$ cat src/sv/keyboard_pointer_accelerator_unit_defines.svh
// Assertion helpers for the top-level RTL file.
`ifndef KEYBOARD_POINTER_ACCELERATOR_UNIT_DEFINES_SVH
`define KEYBOARD_POINTER_ACCELERATOR_UNIT_DEFINES_SVH

// Same-cycle implication, held off while reset is asserted.
`define KPA_ASSERT_NOW(label, clk, rstn, ante, cons, msg) \
    label: assert property (@(posedge clk) disable iff (!(rstn)) (ante) |-> (cons)) \
        else $error(msg);

// Next-cycle implication, held off while reset is asserted.
`define KPA_ASSERT_NEXT(label, clk, rstn, ante, cons, msg) \
    label: assert property (@(posedge clk) disable iff (!(rstn)) (ante) |=> (cons)) \
        else $error(msg);

`endif

$ cat src/sv/kpa_pkg.sv
package kpa_pkg;

    // item kinds
    localparam logic [1:0] FUNC_TICK  = 2'd0;
    localparam logic [1:0] FUNC_KEY   = 2'd1;
    localparam logic [1:0] FUNC_RESET = 2'd2;

    // decoded direction keys
    localparam logic [2:0] DIR_UP    = 3'd1;
    localparam logic [2:0] DIR_DOWN  = 3'd2;
    localparam logic [2:0] DIR_LEFT  = 3'd3;
    localparam logic [2:0] DIR_RIGHT = 3'd4;

    localparam logic [3:0] DIGIT_MAX = 4'd9;

    // register indexes
    localparam int REG_IDX_W = 3;
    localparam logic [REG_IDX_W-1:0] REG_START_SPEED   = 3'd0;
    localparam logic [REG_IDX_W-1:0] REG_TOP_SPEED     = 3'd1;
    localparam logic [REG_IDX_W-1:0] REG_ACCEL_RATE    = 3'd2;
    localparam logic [REG_IDX_W-1:0] REG_SCREEN_WIDTH  = 3'd3;
    localparam logic [REG_IDX_W-1:0] REG_SCREEN_HEIGHT = 3'd4;
    localparam logic [REG_IDX_W-1:0] REG_JUMP_UNIT     = 3'd5;
    localparam int CFG_DATA_W = 32;

    // register defaults
    localparam logic [23:0] START_SPEED_RST   = 24'd14418;
    localparam logic [23:0] TOP_SPEED_RST     = 24'd104858;
    localparam logic [31:0] ACCEL_RATE_RST    = 32'd3006477;
    localparam logic [15:0] SCREEN_WIDTH_RST  = 16'd1920;
    localparam logic [15:0] SCREEN_HEIGHT_RST = 16'd1080;
    localparam logic [9:0]  JUMP_UNIT_RST     = 10'd10;

    localparam int KPA_COUNT_MAX = 9999;

    // jump arithmetic: 24-bit distance plus 16-bit pointer, signed
    localparam int JUMP_W = 26;
    localparam logic signed [JUMP_W-1:0] S24_MAX = 26'sd8388607;
    localparam logic signed [JUMP_W-1:0] S24_MIN = -26'sd8388608;

    typedef struct packed {
        logic [1:0]  func;
        logic [2:0]  key_direction;
        logic [3:0]  key_digit;
        logic        has_modifiers;
        logic        pressed;
        logic [15:0] elapsed;
        logic [15:0] pointer_x;
        logic [15:0] pointer_y;
    } in_item_t;

    typedef struct packed {
        logic               handled;
        logic               move_valid;
        logic signed [23:0] move_x;
        logic signed [23:0] move_y;
    } out_item_t;

    typedef struct packed {
        logic [23:0] start_speed;
        logic [23:0] top_speed;
        logic [31:0] accel_rate;
        logic [15:0] screen_width;
        logic [15:0] screen_height;
        logic [9:0]  jump_unit;
    } cfg_t;

endpackage

$ cat src/sv/kpa_cfg_regs.sv
module kpa_cfg_regs
    import kpa_pkg::*;
(
    input  logic                  aclk,
    input  logic                  aresetn,
    input  logic                  wr_en,
    input  logic [REG_IDX_W-1:0]  wr_index,
    input  logic [CFG_DATA_W-1:0] wr_data,
    output cfg_t                  cfg
);

    cfg_t cfg_reg;

    always_ff @(posedge aclk) begin
        if (!aresetn) begin
            cfg_reg.start_speed   <= START_SPEED_RST;
            cfg_reg.top_speed     <= TOP_SPEED_RST;
            cfg_reg.accel_rate    <= ACCEL_RATE_RST;
            cfg_reg.screen_width  <= SCREEN_WIDTH_RST;
            cfg_reg.screen_height <= SCREEN_HEIGHT_RST;
            cfg_reg.jump_unit     <= JUMP_UNIT_RST;
        end else if (wr_en) begin
            case (wr_index)
                REG_START_SPEED:   cfg_reg.start_speed   <= wr_data[23:0];
                REG_TOP_SPEED:     cfg_reg.top_speed     <= wr_data[23:0];
                REG_ACCEL_RATE:    cfg_reg.accel_rate    <= wr_data;
                REG_SCREEN_WIDTH:  cfg_reg.screen_width  <= wr_data[15:0];
                REG_SCREEN_HEIGHT: cfg_reg.screen_height <= wr_data[15:0];
                REG_JUMP_UNIT:     cfg_reg.jump_unit     <= wr_data[9:0];
                default: ;  // unmapped index, dropped
            endcase
        end
    end

    assign cfg = cfg_reg;

endmodule

$ cat src/sv/kpa_step.sv
module kpa_step
    import kpa_pkg::*;
#(
    parameter int COUNT_MAX = KPA_COUNT_MAX
) (
    input  logic      aclk,
    input  logic      aresetn,
    input  logic      en,
    input  in_item_t  item,
    input  cfg_t      cfg,
    output out_item_t result_next
);

    localparam int CW = $clog2(COUNT_MAX + 1);
    localparam logic [CW+3:0] TEN     = (CW + 4)'(10);
    localparam logic [CW+3:0] CNT_TOP = (CW + 4)'(COUNT_MAX);

    // persistent state
    logic          held_left_reg, held_right_reg, held_up_reg, held_down_reg;
    logic [CW-1:0] count_reg;
    logic          at_rest_reg;
    logic [31:0]   cursor_x_reg, cursor_y_reg;
    logic [23:0]   velocity_reg;

    logic          held_left_next, held_right_next, held_up_next, held_down_next;
    logic [CW-1:0] count_next;
    logic          at_rest_next;
    logic [31:0]   cursor_x_next, cursor_y_next;
    logic [23:0]   velocity_next;

    // decode
    logic is_key, is_digit, dir_hit, jump, tick, moving;
    logic l_mid, r_mid, u_mid, d_mid;

    // digit path
    logic [CW+3:0] cnt_acc;
    logic [CW-1:0] cnt_digit;

    // jump path
    logic [CW+9:0]             jump_dist;
    logic signed [JUMP_W-1:0]  dist_s, jx_pos, jy_pos, jx_sat, jy_sat;

    // tick path
    logic [23:0]        vel_use;
    logic [39:0]        step_prod;
    logic [47:0]        gain_prod;
    logic [24:0]        vel_sum;
    logic [31:0]        base_x, base_y;
    logic signed [33:0] step_s, pos_x, pos_y;
    logic [31:0]        hi_x, hi_y, cx_new, cy_new;

    always_comb begin
        is_key   = (item.func == FUNC_KEY);
        is_digit = is_key && (item.key_digit <= DIGIT_MAX) && !item.has_modifiers;
        dir_hit  = is_key && !is_digit &&
                   (item.key_direction >= DIR_UP) && (item.key_direction <= DIR_RIGHT);

        // flags after the key update or the reset item
        l_mid = held_left_reg;
        r_mid = held_right_reg;
        u_mid = held_up_reg;
        d_mid = held_down_reg;
        if (item.func == FUNC_RESET) begin
            {l_mid, r_mid, u_mid, d_mid} = 4'b0000;
        end else if (is_key && !is_digit) begin
            case (item.key_direction)
                DIR_UP:    u_mid = item.pressed;
                DIR_DOWN:  d_mid = item.pressed;
                DIR_LEFT:  l_mid = item.pressed;
                DIR_RIGHT: r_mid = item.pressed;
                default: ;
            endcase
        end

        jump = dir_hit && (count_reg != '0);
        tick = (item.func == FUNC_TICK) || (item.func == FUNC_RESET) ||
               (is_key && !is_digit && !jump);
        moving = tick && ((l_mid != r_mid) || (u_mid != d_mid));

        // decimal count, saturating
        cnt_acc   = (CW + 4)'(count_reg) * TEN + (CW + 4)'(item.key_digit);
        cnt_digit = (cnt_acc > CNT_TOP) ? CW'(COUNT_MAX) : cnt_acc[CW-1:0];

        // jump target, saturated to signed 24 bits
        jump_dist = cfg.jump_unit * (CW + 10)'(count_reg);
        dist_s    = signed'(JUMP_W'(jump_dist));
        jx_pos    = signed'(JUMP_W'(item.pointer_x));
        jy_pos    = signed'(JUMP_W'(item.pointer_y));
        if (r_mid && !l_mid) jx_pos = jx_pos + dist_s;
        if (l_mid && !r_mid) jx_pos = jx_pos - dist_s;
        if (d_mid && !u_mid) jy_pos = jy_pos + dist_s;
        if (u_mid && !d_mid) jy_pos = jy_pos - dist_s;
        jx_sat = (jx_pos > S24_MAX) ? S24_MAX : ((jx_pos < S24_MIN) ? S24_MIN : jx_pos);
        jy_sat = (jy_pos > S24_MAX) ? S24_MAX : ((jy_pos < S24_MIN) ? S24_MIN : jy_pos);

        // motion: leaving rest reloads cursor and velocity first
        vel_use   = at_rest_reg ? cfg.start_speed : velocity_reg;
        base_x    = at_rest_reg ? {item.pointer_x, 16'h0000} : cursor_x_reg;
        base_y    = at_rest_reg ? {item.pointer_y, 16'h0000} : cursor_y_reg;
        step_prod = 40'(vel_use) * 40'(item.elapsed);
        step_s    = signed'(34'(step_prod[39:10]));
        pos_x     = signed'(34'(base_x));
        pos_y     = signed'(34'(base_y));
        if (r_mid && !l_mid) pos_x = pos_x + step_s;
        if (l_mid && !r_mid) pos_x = pos_x - step_s;
        if (d_mid && !u_mid) pos_y = pos_y + step_s;
        if (u_mid && !d_mid) pos_y = pos_y - step_s;
        hi_x   = {cfg.screen_width, 16'h0000};
        hi_y   = {cfg.screen_height, 16'h0000};
        cx_new = (pos_x < 0) ? 32'h0 :
                 ((pos_x > signed'(34'(hi_x))) ? hi_x : pos_x[31:0]);
        cy_new = (pos_y < 0) ? 32'h0 :
                 ((pos_y > signed'(34'(hi_y))) ? hi_y : pos_y[31:0]);

        gain_prod = 48'(item.elapsed) * 48'(cfg.accel_rate);
        vel_sum   = 25'(vel_use) + 25'(gain_prod[47:26]);

        // next state
        held_left_next  = jump ? 1'b0 : l_mid;
        held_right_next = jump ? 1'b0 : r_mid;
        held_up_next    = jump ? 1'b0 : u_mid;
        held_down_next  = jump ? 1'b0 : d_mid;

        count_next = count_reg;
        if ((item.func == FUNC_RESET) || jump) begin
            count_next = '0;
        end else if (is_digit && item.pressed) begin
            count_next = cnt_digit;
        end

        at_rest_next  = tick ? !moving : at_rest_reg;
        cursor_x_next = moving ? cx_new : cursor_x_reg;
        cursor_y_next = moving ? cy_new : cursor_y_reg;
        velocity_next = velocity_reg;
        if (moving) begin
            velocity_next = (vel_sum > 25'(cfg.top_speed)) ? cfg.top_speed : vel_sum[23:0];
        end

        // result
        result_next.handled    = is_digit ? (count_next != '0) : dir_hit;
        result_next.move_valid = jump || moving;
        if (jump) begin
            result_next.move_x = jx_sat[23:0];
            result_next.move_y = jy_sat[23:0];
        end else if (moving) begin
            result_next.move_x = signed'(24'(cx_new[31:16]));
            result_next.move_y = signed'(24'(cy_new[31:16]));
        end else begin
            result_next.move_x = '0;
            result_next.move_y = '0;
        end
    end

    always_ff @(posedge aclk) begin
        if (!aresetn) begin
            held_left_reg  <= 1'b0;
            held_right_reg <= 1'b0;
            held_up_reg    <= 1'b0;
            held_down_reg  <= 1'b0;
            count_reg      <= '0;
            at_rest_reg    <= 1'b1;
            cursor_x_reg   <= '0;
            cursor_y_reg   <= '0;
            velocity_reg   <= '0;
        end else if (en) begin
            held_left_reg  <= held_left_next;
            held_right_reg <= held_right_next;
            held_up_reg    <= held_up_next;
            held_down_reg  <= held_down_next;
            count_reg      <= count_next;
            at_rest_reg    <= at_rest_next;
            cursor_x_reg   <= cursor_x_next;
            cursor_y_reg   <= cursor_y_next;
            velocity_reg   <= velocity_next;
        end
    end

endmodule

$ cat src/sv/keyboard_pointer_accelerator_unit.sv
// Channel  | Ports                                       | Direction
// ---------+---------------------------------------------+----------
// input    | s_valid, s_ready, s_item (in_item_t)        | in
// result   | m_valid, m_ready, m_item (out_item_t)       | out
// config   | cfg_valid, cfg_ready, cfg_index, cfg_data   | in
//
// One item per cycle sustained while m_ready stays high; every item gives exactly one result item.
// Each item passes the input register, then the result register, with
// the whole step (multipliers, adds, clamps) evaluated in between.
// The state update sits in that same step, so the next item sees it at once.
// Reset is synchronous, active low: state and config go to their defaults.
// With m_ready low the result holds; one more item parks in the input
// register, then s_ready drops. Config writes are always taken (cfg_ready=1).
`include "keyboard_pointer_accelerator_unit_defines.svh"

module keyboard_pointer_accelerator_unit
    import kpa_pkg::*;
#(
    parameter int COUNT_MAX = KPA_COUNT_MAX
) (
    input  logic                  aclk,
    input  logic                  aresetn,
    // input items
    input  logic                  s_valid,
    output logic                  s_ready,
    input  in_item_t              s_item,
    // result items
    output logic                  m_valid,
    input  logic                  m_ready,
    output out_item_t             m_item,
    // register writes
    input  logic                  cfg_valid,
    output logic                  cfg_ready,
    input  logic [REG_IDX_W-1:0]  cfg_index,
    input  logic [CFG_DATA_W-1:0] cfg_data
);

    cfg_t      cfg;
    in_item_t  in_item_reg;
    logic      in_vld_reg;
    out_item_t out_item_reg;
    logic      out_vld_reg;
    out_item_t result_next;
    logic      out_free;
    logic      advance;

    assign cfg_ready = 1'b1;

    kpa_cfg_regs u_cfg (
        .aclk     (aclk),
        .aresetn  (aresetn),
        .wr_en    (cfg_valid),
        .wr_index (cfg_index),
        .wr_data  (cfg_data),
        .cfg      (cfg)
    );

    // the result slot frees up when empty or being taken
    assign out_free = !out_vld_reg || m_ready;
    // the staged item runs through the step and commits state
    assign advance  = in_vld_reg && out_free;
    assign s_ready  = !in_vld_reg || advance;

    kpa_step #(
        .COUNT_MAX (COUNT_MAX)
    ) u_step (
        .aclk        (aclk),
        .aresetn     (aresetn),
        .en          (advance),
        .item        (in_item_reg),
        .cfg         (cfg),
        .result_next (result_next)
    );

    // pipeline valid bits
    always_ff @(posedge aclk) begin
        if (!aresetn) begin
            in_vld_reg  <= 1'b0;
            out_vld_reg <= 1'b0;
        end else begin
            if (s_valid && s_ready) begin
                in_vld_reg <= 1'b1;
            end else if (advance) begin
                in_vld_reg <= 1'b0;
            end
            if (advance) begin
                out_vld_reg <= 1'b1;
            end else if (m_ready) begin
                out_vld_reg <= 1'b0;
            end
        end
    end

    // payload, no reset
    always_ff @(posedge aclk) begin
        if (s_valid && s_ready) begin
            in_item_reg <= s_item;
        end
        if (advance) begin
            out_item_reg <= result_next;
        end
    end

    assign m_valid = out_vld_reg;
    assign m_item  = out_item_reg;

    `KPA_ASSERT_NOW(a_full_blocks_input, aclk, aresetn,
        in_vld_reg && out_vld_reg && !m_ready, !s_ready,
        "input taken while both stages are full")

    `KPA_ASSERT_NEXT(a_accept_fills_stage, aclk, aresetn,
        s_valid && s_ready, in_vld_reg,
        "accepted item not staged")

    `KPA_ASSERT_NEXT(a_advance_fills_result, aclk, aresetn,
        advance, m_valid,
        "stepped item produced no result")

    `KPA_ASSERT_NOW(a_no_move_zero_pos, aclk, aresetn,
        m_valid && !m_item.move_valid, (m_item.move_x == '0) && (m_item.move_y == '0),
        "nonzero position on a result without move")

endmodule
$ cat config.mk
export PLATFORM = sky130hd
export DESIGN_NAME = keyboard_pointer_accelerator_unit
export DESIGN_NICKNAME = d
export VERILOG_FILES = /design/src/sv/kpa_pkg.sv /design/src/sv/kpa_cfg_regs.sv /design/src/sv/kpa_step.sv /design/src/sv/keyboard_pointer_accelerator_unit.sv
export VERILOG_INCLUDE_DIRS = /design/src /design/src/sv
export SDC_FILE = /design/constraint.sdc
export NUM_CORES = 2
export LEC_CHECK = 0
export BUFFER_PORTS_ARGS = -buffer_cell sky130_fd_sc_hd__buf_2
export CAP_MARGIN = 20
export CORE_UTILIZATION = 50
export CTS_CLUSTER_DIAMETER = 120
export DETAILED_ROUTE_END_ITERATION = 16
export PLACE_DENSITY = 0.64
export SLEW_MARGIN = 5
export SYNTH_ARGS = -nofsm -noshare
export SYNTH_HDL_FRONTEND = slang
export SYNTH_SLANG_ARGS = --single-unit
$ cat constraint.sdc
create_clock -name aclk -period 39.2 [get_ports aclk]
set_input_delay 3.92 -clock aclk [delete_from_list [all_inputs] [get_ports aclk]]
set_output_delay 3.92 -clock aclk [all_outputs]
set_load 0.01 [all_outputs]
==> results.py <==
metrics = {
    "setup_path": {
        "crit_slowest_cell": "dfxtp_4",
        "critical_path.top_delay_family": "compound AO/OA/AOI/OAI gates",
        "cp.depth": 53,
        "cp-startpoint": "u_step.at_rest_reg$_SDFFE_PN1P_",
        "cp-end-kind": "flip-flop",
        "cp.buffers_inverters": 4,
        "reg2reg_to": "m_item[36]$_DFFE_PP_",
        "cp.arrival_ps": 17570,
        "ff2ff_path_depth": 53,
        "critical-path-max-stage-delay_ps": 820,
        "r2r_slack_ps": 22040,
        "startpoint_type": "flip-flop",
        "worstSetupPathType": "reg -> reg",
        "crit_top_cell": "fa_1",
        "critical_path.endpoint": "m_item[36]$_DFFE_PP_",
        "r2r-start": "u_step.at_rest_reg$_SDFFE_PN1P_",
        "path_max_fanout": 44,
        "required_ps": 39620,
    },
    "global_routing": {
        "grt.total_usage": 0.313,
        "antenna_found_initial": 15,
        "grt_pass1_wl_um": 311000,
        "grt_max_degree": 91,
        "grt_pass1_vias": 54300,
        "overflow": 0,
    },
    "timing": {
        "setup-tns-final_ps": 0,
        "whs_ps": 445,
        "final_max_slew_viol_count": 0,
        "skew_ps": 40.5,
        "fmax_mhz": 58.3,
        "setup_viol": 0,
        "fin_crit_ps": 17160,
        "tightest_slew_ps": 1130,
        "fin_crit_sh": 0.438,
        "maxSlewHeadroom": 0.247,
        "grt_setup_unrepaired": "no",
        "hold_violations": 0,
    },
    "power": {
        "leakage_nw": 30.9,
        "vdd_drop_max_v": 0.0000998,
        "powerDensity_nw_per_um2": 71.8,
    },
    "clock_tree": {
        "numCtsBuffers": 44,
        "cts.sinks": 340,
        "cts_max_path_buffers": 3,
        "ctsResizeCount": 0,
        "clk_latency_ps": 670,
        "cts_root_buf": "clkbuf_16",
        "cts_hold_buffers": 0,
        "tritoncts": "yes",
        "htree_num_levels": 2,
        "post_cts_buffers": 0,
        "clk_pin_slew_worst_paths_ps": 70,
    },
    "synthesis": {
        "async_reset_ff_frac": 0,
        "synth_ff_type": "dfxtp_1",
        "synth_most_common_cell": "nand2_1",
        "netlist_instances": 7677,
        "netlist_area_um2": 63400,
        "seq_area_frac_synth": 0.125,
        "yosysTopAreaCell": "fa_1",
        "synth_nets": 9175,
        "ys_seq_elements": 340,
        "synth_top_area_frac": 0.261,
        "avgSynthCellArea_um2": 8.26,
        "synth_common_cells": "nand2_1 (1282), inv_1 (1075), fa_1 (827)",
        "synth_enable_flop_cells": 109,
        "synth_cell_types": 119,
        "yosys_warnings": 0,
        "synth.area.top_cells": "fa_1 (26%), ha_1 (11%), nand2_1 (7.6%)",
    },
    "flow_run": {
        "maxCapViolCount": 0,
    },
    "placement": {
        "place_congestion": 0.997,
        "place_area_um2": 65400,
        "dpl.hpwl_um": 157000,
        "port_buffers": 150,
    },
    "final_layout": {
        "synthToLayoutAreaGrowth_pct": 5.54,
        "design_area_um2": 66900,
        "largest_register_ffs": 122,
        "layout-drive-gt1-share": 0.0693,
        "nets": 9077,
    },
    "route": {
        "wl_per_cell_um": 21.6,
        "drcViolationCount": 0,
        "ant_nets": 0,
        "drtPass1Iterations": 6,
        "viasPerCell": 5.89,
        "first_iter_violations": 4745,
        "vias": 54600,
        "drt-total-wl_um": 200000,
    },
    "floorplanning": {
        "die_x_um": 358,
        "die_h_um": 358,
        "ioPinCount": 152,
        "rows": 130,
        "coreArea_um2": 126000,
        "dieArea_um2": 128000,
        "start_util": 0.504,
    },
    "run_status": {
        "status": "complete, no violations",
    },
    "hold_path": {
        "min-delay-path-class": "reg -> reg",
    },
}
## worst reg2reg max path: cells and delay by family (launching register included)
family          cells  cell delay [ps]
buf+inv             4              210
compound gates     20             5570
flops               1              820
simple gates       13             3900
mux                 3             1220
xor+xnor            3              850
fa+ha+maj          10             4320
## power by group
| group | switching, mW | internal (mW) | leakage (nW) | total (mW) |
|---|---|---|---|---|
| Sequential | 0.0179 | 0.374 | 2.92 | 0.392 |
| Combinational | 2.45 | 1.53 | 27.2 | 3.97 |
| Clock | 0.190 | 0.248 | 0.749 | 0.439 |
## placed cells by master (no fill, tap or decap), types with 68 or more instances in the layout
| cell type | count |
|---|---|
| ha_1 | 568 |
| nor2_1 | 326 |
| xnor2_1 | 209 |
| a21oi_1 | 345 |
| fa_1 | 827 |
| buf_2 | 150 |
| dfxtp_1 | 230 |
| a21o_1 | 120 |
| buf_4 | 77 |
| edfxtp_1 | 109 |
| and2_1 | 372 |
| o21a_1 | 68 |
| xor2_1 | 74 |
| a21boi_0 | 128 |
| nor2b_1 | 104 |
| o21ai_0 | 276 |
| nand2_1 | 1282 |
| nor3_1 | 87 |
| nand3_1 | 107 |
| mux2_2 | 101 |
| inv_1 | 1074 |
## layout make-up
class	count	area (µm²)
diodes	4	10.0
clock buffers	56	1250
clock inverters	25	275
fillers	11900	58800
inverters	1085	4070
multi-input cells	5881	50000
flip-flops and latches	340	7900
well taps	1650	2060
repair buffers	227	1330
## per-layer routing
| layer | vias to the layer above | track usage | wire, µm |
|---|---|---|---|
| li1 | 25000 | - | - |
| met1 | 26900 | 0.419 | 84000 |
| met2 | 2192 | 0.502 | 90100 |
| met3 | 448 | 0.0485 | 16100 |
| met4 | 12 | 0.137 | 9570 |
| met5 | - | 0 | 69 |
## kinds of logic after synthesis
kind of cell               share of synthesized area
and+or+nand+nor                                0.188
buffers and inverters                         0.0875
AOI/OAI and AO/OA                              0.153
adders and majority gates                      0.375
DFF                                            0.125
xor gates and xnor gates                      0.0433
muxes                                         0.0284
other                                      0.0000591
## through the flow
stage,cells,util,setup WS [ps],total power [mW]
global route,9267,0.532,21060,5.24
finish,9268,0.532,22040,4.81
detailed placement,9183,0.520,22160,4.29
CTS,9264,0.532,22040,4.76
floorplan,7677,-,23140,3.30
global placement,9182,0.520,22370,4.24
## worst min-delay path by stage
stage                                         start                                    to  slack (ps)  cells after the start
4_1_cts         u_step.cursor_y_reg[9]$_SDFFE_PN0P_   u_step.cursor_y_reg[9]$_SDFFE_PN0P_         450                      2
5_1_grt        u_step.cursor_y_reg[10]$_SDFFE_PN0P_  u_step.cursor_y_reg[10]$_SDFFE_PN0P_         470                      2
3_5_place_dp    u_step.cursor_y_reg[0]$_SDFFE_PN0P_   u_step.cursor_y_reg[0]$_SDFFE_PN0P_         440                      2
6_report        u_step.cursor_y_reg[9]$_SDFFE_PN0P_   u_step.cursor_y_reg[9]$_SDFFE_PN0P_         440                      2
2_1_floorplan   u_step.cursor_y_reg[0]$_SDFFE_PN0P_   u_step.cursor_y_reg[0]$_SDFFE_PN0P_         420                      2
3_3_place_gp    u_step.cursor_y_reg[0]$_SDFFE_PN0P_   u_step.cursor_y_reg[0]$_SDFFE_PN0P_         430                      2
Power figures use the tool's default switching activity.
